===== src/bba_pkg.sv =====
// Package for the bitmap block allocator: request/status codes, defaults,
// and the front-to-back command struct. No dependencies.
package bba_pkg;
    localparam int unsigned NUM_WORDS_DEF = 64;
    localparam int unsigned WORD_BITS_DEF = 64;
    localparam logic [15:0] MIN_RESET = 16'd0;
    localparam logic [15:0] MAX_RESET = 16'd4095;

    typedef enum logic [1:0] {
        MODE_GET   = 2'd0,
        MODE_SET   = 2'd1,
        MODE_CLEAR = 2'd2,
        MODE_FIND  = 2'd3
    } t_mode;

    typedef enum logic [1:0] {
        ST_OK   = 2'd0,
        ST_BAD  = 2'd1,
        ST_FULL = 2'd2
    } t_status;

    typedef enum logic {
        CFG_MIN = 1'b0,
        CFG_MAX = 1'b1
    } t_cfg_idx;

    typedef enum logic [2:0] {
        BK_IDLE,
        BK_RD,
        BK_WAIT,
        BK_EXEC,
        BK_SCAN,
        BK_CLR
    } t_bk_state;

    // Classified command handed from front to back (word/bit widths max-sized).
    typedef struct packed {
        t_mode       mode;
        logic        bad;
        logic [10:0] word;
        logic [5:0]  bit_ofs;
    } t_cmd;
endpackage


===== src/bitmap_block_allocator_core.sv =====
// Top level of the bitmap block allocator: config registers, front end,
// queue and back end. Depends on bba_pkg, bba_front, bba_back.
//
//  port group        | direction | transfer when
//  i_start/o_busy    | in        | i_start && !o_busy
//  i_cfg_*           | in        | i_cfg_valid && o_cfg_ready
//  o_strobe results  | out       | o_strobe (one cycle, no stall)
//
// get/set/clear: from transfer to strobe through queue, RAM read and execute;
// an out-of-range index goes from the queue to the strobe without a RAM read.
// find: scans from the cursor past all-ones words; full without a RAM read if the cursor is at the end.
// After reset a clearing pass over all NUM_WORDS words holds o_busy high.
// The front queue holds two requests; o_busy rises when it is full.
module bitmap_block_allocator_core import bba_pkg::*; #(
    parameter int unsigned NUM_WORDS = NUM_WORDS_DEF,
    parameter int unsigned WORD_BITS = WORD_BITS_DEF
) (
    input  logic        i_clk,
    input  logic        i_rst_n,
    input  logic        i_start,
    output logic        o_busy,
    input  logic [1:0]  i_mode,
    input  logic [15:0] i_index,
    input  logic        i_cfg_valid,
    output logic        o_cfg_ready,
    input  logic        i_cfg_index,
    input  logic [15:0] i_cfg_data,
    output logic        o_strobe,
    output logic [1:0]  o_status,
    output logic        o_bit_value,
    output logic [15:0] o_free_index
);
    logic [15:0] r_min, r_max;
    logic        q_full, q_valid, pop, bk_busy;
    t_cmd        cmd;

    always_ff @(posedge i_clk) begin
        if (!i_rst_n) begin
            r_min <= MIN_RESET;
            r_max <= MAX_RESET;
        end else if (i_cfg_valid) begin
            case (t_cfg_idx'(i_cfg_index))
                CFG_MIN: r_min <= i_cfg_data;
                default: r_max <= i_cfg_data;
            endcase
        end
    end

    assign o_cfg_ready = 1'b1;
    assign o_busy = q_full || bk_busy;

    bba_front #(.NUM_WORDS(NUM_WORDS), .WORD_BITS(WORD_BITS)) u_front (
        .i_clk(i_clk), .i_rst_n(i_rst_n), .i_push(i_start && !o_busy),
        .i_mode(i_mode), .i_index(i_index), .i_min(r_min), .i_max(r_max),
        .o_full(q_full), .o_valid(q_valid), .o_cmd(cmd), .i_pop(pop)
    );

    bba_back #(.NUM_WORDS(NUM_WORDS), .WORD_BITS(WORD_BITS)) u_back (
        .i_clk(i_clk), .i_rst_n(i_rst_n), .i_valid(q_valid), .i_cmd(cmd),
        .o_pop(pop), .o_busy(bk_busy), .i_min(r_min), .i_max(r_max),
        .o_strobe(o_strobe), .o_status(o_status), .o_bit_value(o_bit_value),
        .o_free_index(o_free_index)
    );
endmodule


===== src/bba_ram.sv =====
// Generic single-port RAM with registered read.
// No dependencies.
module bba_ram #(
    parameter int unsigned WIDTH = 64,
    parameter int unsigned DEPTH = 64
) (
    input  logic                     i_clk,
    input  logic                     i_we,
    input  logic [$clog2(DEPTH)-1:0] i_addr,
    input  logic [WIDTH-1:0]         i_wdata,
    output logic [WIDTH-1:0]         o_rdata
);
    logic [WIDTH-1:0] r_mem [DEPTH];

    always_ff @(posedge i_clk) begin
        if (i_we) begin
            r_mem[i_addr] <= i_wdata;
        end
        o_rdata <= r_mem[i_addr];
    end
endmodule


===== src/bba_front.sv =====
// Front end: takes requests, range-checks the index, splits word/bit,
// and pushes a command into a two-entry queue. Depends on bba_pkg.
module bba_front import bba_pkg::*; #(
    parameter int unsigned NUM_WORDS = NUM_WORDS_DEF,
    parameter int unsigned WORD_BITS = WORD_BITS_DEF
) (
    input  logic        i_clk,
    input  logic        i_rst_n,
    input  logic        i_push,
    input  logic [1:0]  i_mode,
    input  logic [15:0] i_index,
    input  logic [15:0] i_min,
    input  logic [15:0] i_max,
    output logic        o_full,
    output logic        o_valid,
    output t_cmd        o_cmd,
    input  logic        i_pop
);
    localparam int unsigned BW = $clog2(WORD_BITS);

    logic [15:0] rel;
    logic [15:0] wrd;
    logic        bad;
    t_cmd        cmd_in;
    t_cmd        r_q [2];
    logic        r_wp, r_rp;
    logic [1:0]  r_cnt;
    logic        n_wp, n_rp;
    logic [1:0]  n_cnt;

    always_comb begin
        rel = i_index - i_min;
        wrd = rel >> BW;
        bad = (i_index < i_min) || (i_index > i_max) || ({16'd0, wrd} >= 32'(NUM_WORDS));
        cmd_in.mode = t_mode'(i_mode);
        cmd_in.bad = bad;
        cmd_in.word = wrd[10:0];
        cmd_in.bit_ofs = 6'(rel & 16'(WORD_BITS - 1));
        n_wp = r_wp ^ i_push;
        n_rp = r_rp ^ i_pop;
        n_cnt = r_cnt + {1'b0, i_push} - {1'b0, i_pop};
    end

    always_ff @(posedge i_clk) begin
        if (!i_rst_n) begin
            r_wp <= 1'b0;
            r_rp <= 1'b0;
            r_cnt <= 2'd0;
        end else begin
            r_wp <= n_wp;
            r_rp <= n_rp;
            r_cnt <= n_cnt;
        end
        if (i_push) begin
            r_q[r_wp] <= cmd_in;
        end
    end

    assign o_full = r_cnt[1];
    assign o_valid = (r_cnt != 2'd0);
    assign o_cmd = r_q[r_rp];
endmodule


===== src/bba_back.sv =====
// Back end: clears the bitmap after reset, executes get as a read and set/clear as a
// read-modify-write, and scans words for find. Depends on bba_pkg, bba_ram.
module bba_back import bba_pkg::*; #(
    parameter int unsigned NUM_WORDS = NUM_WORDS_DEF,
    parameter int unsigned WORD_BITS = WORD_BITS_DEF
) (
    input  logic                 i_clk,
    input  logic                 i_rst_n,
    input  logic                 i_valid,
    input  t_cmd                 i_cmd,
    output logic                 o_pop,
    output logic                 o_busy,
    input  logic [15:0]          i_min,
    input  logic [15:0]          i_max,
    output logic                 o_strobe,
    output logic [1:0]           o_status,
    output logic                 o_bit_value,
    output logic [15:0]          o_free_index
);
    localparam int unsigned AW = (NUM_WORDS > 1) ? $clog2(NUM_WORDS) : 1;
    localparam int unsigned CW = $clog2(NUM_WORDS + 1);
    localparam int unsigned BW = $clog2(WORD_BITS);
    localparam logic [WORD_BITS-1:0] ONES = '1;

    t_bk_state        r_state, n_state;
    t_cmd             r_cmd, n_cmd;
    logic [CW-1:0]    r_cur, n_cur;
    logic [CW-1:0]    r_ptr, n_ptr;
    logic [CW-1:0]    r_len, n_len;
    logic             we;
    logic [AW-1:0]    addr;
    logic [WORD_BITS-1:0] wdata, rdata;
    logic             n_strobe;
    logic [1:0]       n_status;
    logic             n_bitv;
    logic [15:0]      n_free;
    logic [15:0]      span;
    logic [15:0]      nw;
    logic [BW-1:0]    j;
    logic [31:0]      idx;

    bba_ram #(.WIDTH(WORD_BITS), .DEPTH(1 << AW)) u_ram (
        .i_clk(i_clk), .i_we(we), .i_addr(addr), .i_wdata(wdata), .o_rdata(rdata)
    );

    always_comb begin
        span = i_max - i_min;
        nw = (span >> BW) + 16'd1;
        j = BW'(WORD_BITS - 1);
        for (int k = WORD_BITS - 2; k >= 0; k--) begin
            if (!rdata[k]) begin
                j = BW'(k);
            end
        end
        idx = 32'(r_ptr) * 32'(WORD_BITS) + 32'(j) + 32'(i_min);
    end

    always_comb begin
        n_state = r_state;
        n_cmd = r_cmd;
        n_cur = r_cur;
        n_ptr = r_ptr;
        n_len = r_len;
        o_pop = 1'b0;
        we = 1'b0;
        addr = r_ptr[AW-1:0];
        wdata = rdata;
        n_strobe = 1'b0;
        n_status = ST_OK;
        n_bitv = 1'b0;
        n_free = 16'd0;
        case (r_state)
            BK_CLR: begin
                we = 1'b1;
                wdata = '0;
                n_ptr = r_ptr + 1'b1;
                if (r_ptr == CW'(NUM_WORDS - 1)) begin
                    n_state = BK_IDLE;
                end
            end
            BK_IDLE: begin
                if (i_valid) begin
                    o_pop = 1'b1;
                    n_cmd = i_cmd;
                    if (i_min > i_max) begin
                        n_len = '0;
                    end else if ({16'd0, nw} > 32'(NUM_WORDS)) begin
                        n_len = CW'(NUM_WORDS);
                    end else begin
                        n_len = nw[CW-1:0];
                    end
                    if (i_cmd.mode == MODE_FIND) begin
                        n_ptr = r_cur;
                        n_state = BK_RD;
                    end else if (i_cmd.bad) begin
                        n_strobe = 1'b1;
                        n_status = ST_BAD;
                    end else begin
                        n_ptr = CW'(i_cmd.word);
                        n_state = BK_RD;
                    end
                end
            end
            BK_RD: begin
                if (r_cmd.mode == MODE_FIND && r_ptr >= r_len) begin
                    n_cur = r_len;
                    n_strobe = 1'b1;
                    n_status = ST_FULL;
                    n_state = BK_IDLE;
                end else begin
                    n_state = BK_WAIT;
                end
            end
            BK_WAIT: begin
                n_state = (r_cmd.mode == MODE_FIND) ? BK_SCAN : BK_EXEC;
            end
            BK_EXEC: begin
                n_strobe = 1'b1;
                n_state = BK_IDLE;
                case (r_cmd.mode)
                    MODE_GET: n_bitv = rdata[r_cmd.bit_ofs[BW-1:0]];
                    MODE_SET: begin
                        we = 1'b1;
                        wdata[r_cmd.bit_ofs[BW-1:0]] = 1'b1;
                    end
                    default: begin
                        we = 1'b1;
                        wdata[r_cmd.bit_ofs[BW-1:0]] = 1'b0;
                        if (r_ptr < r_cur) begin
                            n_cur = r_ptr;
                        end
                    end
                endcase
            end
            BK_SCAN: begin
                if (rdata == ONES) begin
                    n_ptr = r_ptr + 1'b1;
                    n_state = BK_RD;
                end else begin
                    n_cur = r_ptr;
                    n_strobe = 1'b1;
                    n_state = BK_IDLE;
                    if (idx > 32'(i_max)) begin
                        n_status = ST_FULL;
                    end else begin
                        n_free = idx[15:0];
                    end
                end
            end
            default: n_state = BK_IDLE;
        endcase
    end

    always_ff @(posedge i_clk) begin
        if (!i_rst_n) begin
            r_state <= BK_CLR;
            r_cur <= '0;
            r_ptr <= '0;
            o_strobe <= 1'b0;
        end else begin
            r_state <= n_state;
            r_cur <= n_cur;
            r_ptr <= n_ptr;
            o_strobe <= n_strobe;
        end
        r_cmd <= n_cmd;
        r_len <= n_len;
        o_status <= n_status;
        o_bit_value <= n_bitv;
        o_free_index <= n_free;
    end

    assign o_busy = (r_state == BK_CLR);
endmodule


===== config.mk =====
export PLATFORM = sky130hd
export DESIGN_NAME = bitmap_block_allocator_core
export DESIGN_NICKNAME = d
export VERILOG_FILES = /design/src/bba_pkg.sv /design/src/bitmap_block_allocator_core.sv /design/src/bba_ram.sv /design/src/bba_front.sv /design/src/bba_back.sv
export SDC_FILE = /design/constraint.sdc
export NUM_CORES = 2
export LEC_CHECK = 0
export BUFFER_PORTS_ARGS = -buffer_cell sky130_fd_sc_hd__buf_4
export CORE_MARGIN = 2
export CORE_UTILIZATION = 23
export DETAILED_ROUTE_END_ITERATION = 8
export GPL_TIMING_DRIVEN = 0
export PLACE_DENSITY = 0.34
export SYNTH_ARGS = -nofsm -noshare
export SYNTH_HDL_FRONTEND = slang
export SYNTH_MEMORY_MAX_BITS = 65536
export SYNTH_SLANG_ARGS = --single-unit

===== constraint.sdc =====
create_clock -name i_clk -period 5.1 [get_ports i_clk]
set_input_delay 0.255 -clock i_clk [delete_from_list [all_inputs] [get_ports i_clk]]
set_output_delay 0.255 -clock i_clk [all_outputs]
set_load 0.005 [all_outputs]

### After elaboration in Yosys (flattened, before gate mapping)

Memories as Yosys holds them, arrays and structs flattened. A register that Yosys moved wholly into a read port is not among the register bits.
Index checks and enable logic that the tools add are counted.

* flip-flop bits (word level): 88
* logic and storage cells: 193
* memories: 2
* output and inout bits: 22
* RAM bits: 4134
* bits of input ports: 39

* muxes and demuxes: 110
* add/sub/neg operators: 8
* eq/ne operators: 18
* magnitude comparators: 10
* bitwise logic cells: 7
* reductions and logical operators: 22

Memories
* u_back.u_ram.r_mem: words 64, width 64, rd ports 1, clocked after memory_dff 1, write ports 1, RTL line bba_ram.sv:13 `logic [WIDTH-1:0] r_mem [DEPTH];`
* u_front.r_q: words 2, width 19, rd ports 1, clocked after memory_dff 1, write ports 1, RTL line bba_front.sv:25 `t_cmd r_q [2];`

Operator list (count)
* 2-to-1 mux 6 bit: 62
* case mux 64 bit (2 select lines): 2
* AND 64 bit: 1
* == test 64 bit, second input constant: 1
* inverter 64 bit: 1
* bitwise OR 64 bit: 1
* 2-to-1 mux 7 bit: 9
* case mux 7 bit (3 select lines): 2
* adder 32 x 16 -> 32 bit: 1
* greater-than comparator 16 bit: 2
* greater-than comparator 32 x 16 -> 1 bit: 1
* subtractor 16 bit: 2
* 2-to-1 mux 1 bit: 18
* greater-than comparator 16 x 7 -> 1 bit, second input constant: 1
* < comparator 16 bit: 1
* 2-to-1 mux 3 bit: 5
* case mux 3 bit (5 select lines): 1
* adder 13 x 6 -> 14 bit: 1
* 2-to-1 mux 2 bit: 6
* adder 10 x 1 -> 11 bit, second input constant: 1
* greater-or-equal comparator 10 x 7 -> 1 bit, second input constant: 1
* inequality test 2 x 1 -> 1 bit, second input constant: 4
* AND reduction 2 bit: 4
* adder 7 x 1 -> 7 bit, second input constant: 1
* 33 further kinds: 46

### Logic depth before layout (Yosys ltp)

* word-level depth: 69
* gate-level depth with buffers: 30

### Cells and area by module

A second synthesis with hierarchy kept.

* cell total of the unflattened synthesis: 10030
* area, all modules: 166682.4 µm²

By module, submodules not included
* bba_ram: instances 1, area an instance 155452.8 µm², seq. area each 124279.2 µm², cells each 8619
* bba_back: instances 1, area an instance 6972.9 µm², seq. area each 1191.1 µm², cells each 993
* bba_front: instances 1, area an instance 2886.5 µm², seq. area each 1241.2 µm², cells each 276
* bitmap_block_allocator_core: instances 1, area an instance 1370.1 µm², seq. area each 640.6 µm², cells each 142

### Least setup slack after synthesis

OpenSTA, ideal clock, no wires.

* path kind: register to register
* start point: register u_back.r_ptr[1]
* end point: memory u_back.u_ram.r_mem[10][0] (enable)
* library setup time: 0.487 ns
* clock period less this slack: 5.284 ns
* arrival time: 4.798 ns
* path slack: -0.184 ns
* buffers on the path: 5
* cell stages (with the launch flop): 9
* path through: dfxtp_1 > buf_2 > nor3b_1 > clkbuf_1 > clkbuf_1 > clkbuf_1 > clkbuf_1 > nand2_1 > nor2_1

RTL lines
* from (decl): RTL line bba_back.sv:28 `logic [CW-1:0] r_ptr, n_ptr;`
* from (signal assigned): RTL line bba_back.sv:163 `r_ptr <= n_ptr;`
* to (decl): RTL line bba_ram.sv:13

No word-level cell before the write port.

### Worst setup path in the final report

* start point: register u_back.u_ram.o_rdata[42] (read register of u_back.u_ram.r_mem)
* end point: register u_back.o_free_index[12]

* word-level cells in the longest chain between the ends: 47
* elaborated cells on any way between the ends: 48
* classes of those cells: 2 x add/sub; 1 x order compare; 1 x eq/ne; 43 x mux; 1 x reduce/logical

Ends and longest elaborated chain
* from (decl): RTL line bba_ram.sv:11 `output logic [WIDTH-1:0] o_rdata`
* 2-to-1 mux 6 bit (43 in series): RTL line bba_back.sv:51 `if (!rdata[k]) begin`
* adder 13 x 6 -> 14 bit: RTL line bba_back.sv:55 `idx = 32'(r_ptr) * 32'(WORD_BITS) + 32'(j) + 32'(i_min);`
* adder 32 x 16 -> 32 bit: RTL line bba_back.sv:55
* net u_back.idx[8]: RTL line bba_back.sv:40 `logic [31:0] idx;`
* greater-than comparator 32 x 16 -> 1 bit: RTL line bba_back.sv:143 `if (idx > 32'(i_max)) begin`
* OR reduction 3 bit (no line)
* to (signal assigned): RTL line bba_back.sv:170 `o_free_index <= n_free;`
* to (decl): RTL line bba_back.sv:18 `output logic [15:0] o_free_index`

The timed path passes the listed nets, and every way through them passes these cells.
A chain may end at the register's enable or synchronous reset.

==> impl_metrics.tcl <==
set metrics [dict create \
    clk_pin_slew_ns 0.07 \
    critPathMaxStageDelay_ns 0.42 \
    drc 0 \
    critPathTopFamily "compound AO/OA/AOI/OAI gates" \
    max-vdd-ir-drop_uv 343 \
    ys_async_sr_fraction_pct 0 \
    cellLeakagePower_nw 62.8 \
    dp_slack_ns -3.30 \
    syn-instance-count 8913 \
    clkSinkCount 4281 \
    grt_util_met1_pct 35.6 \
    cts_tree "built" \
    fin_crit_sh_pct 109 \
    tightest_slew_ns 1.66 \
    vias 110000 \
    ctsLongestPathBuffers 4 \
    p_sw_share_pct 38.1 \
    wl_per_cell_um 48.6 \
    io_buffers 58 \
    p_total_mw 114 \
    grt_usage_pct 26.8 \
    grt_max_degree 45 \
    cp_max_fo 6 \
    synth-edff-count 4143 \
    powerDensity_nw_per_um2 564 \
    max_cap_viol_count 4 \
    end_kind "flop" \
    area_growth_pct 27.8 \
    slew_viol_final 32 \
    numCtsBuffers 473 \
    max_freq_mhz 179 \
    nFillCells 67200 \
    die_h_um 833 \
    relSlewSlack_pct -10.7 \
    cp_common_cell "a21o_1" \
    p_clk_share_pct 29.6 \
    crit_type "reg -> reg" \
    routabilityCongestion 0.864 \
    ant_nets 0 \
    drive_gt1_share_pct 20.5 \
    worstSetupStartpointType "flop" \
    clock_latency_ns 1.14 \
    synthFlopType "edfxtp_1" \
    dp_cells 18800 \
    synth-simple-area-share_pct 2.50 \
    p_comb_share_pct 31.2 \
    ys_types 84 \
    synth_xor_area_share_pct 0.210 \
    crit_required_ns 6.09 \
    start_util_pct 23.1 \
    p_int_mw 70.5 \
    yosysSeqAreaShare_pct 80.4 \
    placementRows 304 \
    antenna_found_initial 152 \
    gr-usage-met2_pct 39.8 \
    die_area_um2 694000 \
    viasPerCell 5.56 \
    cts_max_level 5 \
    place_hpwl_um 704000 \
    setup_violations 202 \
    grtUsageMet3_pct 7.23 \
    drtIter0Drc 20700 \
    synth.area.mux_share_pct 0.138 \
    arrival_ns 6.56 \
    first_global_vias 99100 \
    multi_input_area_um2 30700 \
    hp-class "in -> reg" \
    slowest_stage "dfxtp_4" \
    clock_skew_ns 0.124 \
    area.sequential_um2 127000 \
    busiest_layer "met2" \
    synth_compound_area_share_pct 14.3 \
    rsz0062_at_grt "yes" \
    syn_area_um2 158000 \
    synth_top_family_by_area "compound AO/OA/AOI/OAI gates" \
    yosysWarnings 0 \
    instances_no_fill 19900 \
    critPathBufInv 5 \
    coreArea_um2 685000 \
    drt_pass1_iterations 6 \
    routed_wl_um 965000 \
    syn_area_per_cell_um2 17.7 \
    failed_checks "max-capacitance violations, max-slew violations, negative setup slack" \
    synth_fa_ha_area_share_pct 0.785 \
    p_switching_mw 43.5 \
    fin_crit_ns 5.58 \
    p_seq_share_pct 39.2 \
    grt_pass1_wl_um 1190000 \
    ys_ff_latch 4281 \
    die-width_um 833 \
    root_buffer "clkbuf_16" \
    io_pins 61 \
    fin_ws_ns -0.478 \
    overflow 0 \
    nNetsFinal 10300 \
    hold_viol 0 \
    status "complete, but fails checks" \
    synth.net_count 9050 \
]
## cells in the mapped netlist (4+ instances only)
cell / number / share of area [%]
a31oi_1: 316 / 1.3
mux2_2: 7 / 0.050
a22oi_1: 1432 / 6.8
a21boi_0: 26 / 0.12
edfxtp_1: 4143 / 79
dfxtp_1: 138 / 1.7
or4_1: 4 / 0.019
xnor2_1: 29 / 0.16
nand3_1: 72 / 0.23
buf_2: 40 / 0.13
nor2_1: 142 / 0.34
buf_1: 115 / 0.27
o211ai_1: 46 / 0.22
a221oi_1: 326 / 1.8
and4b_1: 4 / 0.025
o21a_1: 12 / 0.057
ha_1: 96 / 0.76
nand2b_1: 10 / 0.040
a22o_1: 327 / 1.8
or2_2: 6 / 0.024
o211a_1: 10 / 0.063
o31ai_1: 8 / 0.038
nor2b_1: 19 / 0.075
nor3_1: 36 / 0.11
o21bai_1: 7 / 0.033
clkbuf_1: 427 / 1.0
a21oi_1: 226 / 0.72
o21ai_0: 176 / 0.56
nor4_1: 67 / 0.27
or3_1: 4 / 0.016
a21o_1: 24 / 0.11
nand2_1: 145 / 0.34
and3_1: 14 / 0.055
and3b_1: 7 / 0.039
inv_1: 88 / 0.21
mux2i_1: 14 / 0.089
nand4_1: 170 / 0.67
nor3b_1: 10 / 0.047
a41oi_1: 73 / 0.40
and2_1: 13 / 0.051
a211oi_1: 11 / 0.052
nand3b_1: 4 / 0.019
xor2_1: 7 / 0.039
## area by class of cell
type,instances,area share (%)
Antenna cell,76,0.0941
Inverter,88,0.165
Buffer,575,1.49
Multi-Input combinational cell,3961,15.2
Clock buffer,614,6.23
Tap cell,9180,5.69
Timing Repair Buffer,827,7.06
Clock inverter,252,1.09
Sequential cell,4281,63.0
## cell usage in the layout (no fill, tap or decap), types with 170 or more instances in the layout
master,count
edfxtp_1,4143
a22oi_1,1431
clkbuf_16,479
buf_12,448
a22o_1,327
a221oi_1,311
a31oi_1,297
clkbuf_1,257
clkbuf_2,237
a21oi_1,211
buf_4,199
nand4_1,170
## power by group through the flow
stage	combinational (mW)	clock (mW)	sequential (mW)
floorplan	9.76	0	45.3
global placement	28.1	0	47.5
detailed placement	33.5	0	45.3
CTS	34.0	33.9	44.6
global route	34.9	35.2	44.7
finish	35.5	33.8	44.6
## worst reg2reg max path: cells and delay by family, from the launching register on
kind	cells	cell delay [ns]
fa+ha+maj	3	0.74
compound gates	16	3.13
buf+inv	5	0.70
simple gates	5	0.44
flops	1	0.42
## logic make-up after synthesis
group | after synthesis
AOI/OAI and AO/OA | 3058
xor gates and xnor gates | 37
adders and majority gates | 98
buffers and inverters | 671
DFF | 4281
muxes | 21
other | 1
and+or+nand+nor | 746
## state kept, by name, indices dropped and copies added (netlist names), named ones only
signal	count
u_back.r_cmd	8
u_back.o_status	2
u_back.o_bit_value	1
u_back.u_ram.r_mem	4096
u_back.r_ptr	7
r_max	16
u_front.r_cnt	2
u_back.o_strobe	1
u_back.r_state	3
u_front.r_wp	1
r_min	16
u_back.r_cur	7
u_back.o_free_index	16
u_back.u_ram.o_rdata	64
u_back.r_len	7
u_front.r_q	32
u_front.r_rp	1
## what timing repair did
item | in CTS | in global routing
hold buffers | 61 | 0
gates resized for setup | 300 | 82
pin swaps | 74 | 29
endpoints found under the setup margin | 4178 | 486
hold endpoints to repair | 70 | 0
setup buffers | 93 | 14
gates cloned | 0 | 0
## through the flow
| stage | area (um2) | setup TNS, ns | hold WS [ns] | util (%) |
|---|---|---|---|---|
| 2_1_floorplan | 158000 | -464.79 | 0.354 | - |
| 3_3_place_gp | 170000 | - | 0.487 | 24.8 |
| 3_5_place_dp | 184000 | -6424.19 | 0.488 | 26.9 |
| 4_1_cts | 201000 | -34.68 | 0.000939 | 29.4 |
| 5_1_grt | 202000 | -9.47 | 0.0365 | 29.5 |
| 6_report | 202000 | -17.23 | 0.0616 | 29.5 |
## path summary, 6_finish.rpt
| path | from | to | slack, ns | depth (start not counted) |
|---|---|---|---|---|
| worst min register to register | r_min[6] | r_min[6] | 0.49 | 2 |
| worst min-delay path | i_cfg_data[9] | r_max[9] | 0.06 | 4 |
| worst max-delay path | u_back.u_ram.o_rdata[42] | u_back.o_free_index[12] | -0.48 | 29 |
| worst max register to register | u_back.u_ram.o_rdata[42] | u_back.o_free_index[12] | -0.48 | 29 |
## metal layers
layer  share of wire (%)  up-vias
met1                  40    59800
met2                  43     8282
met3                  11     1749
met4                 6.4       16
met5               0.012        -
li1                    -    40500
(Power assumes the default switching activity.)
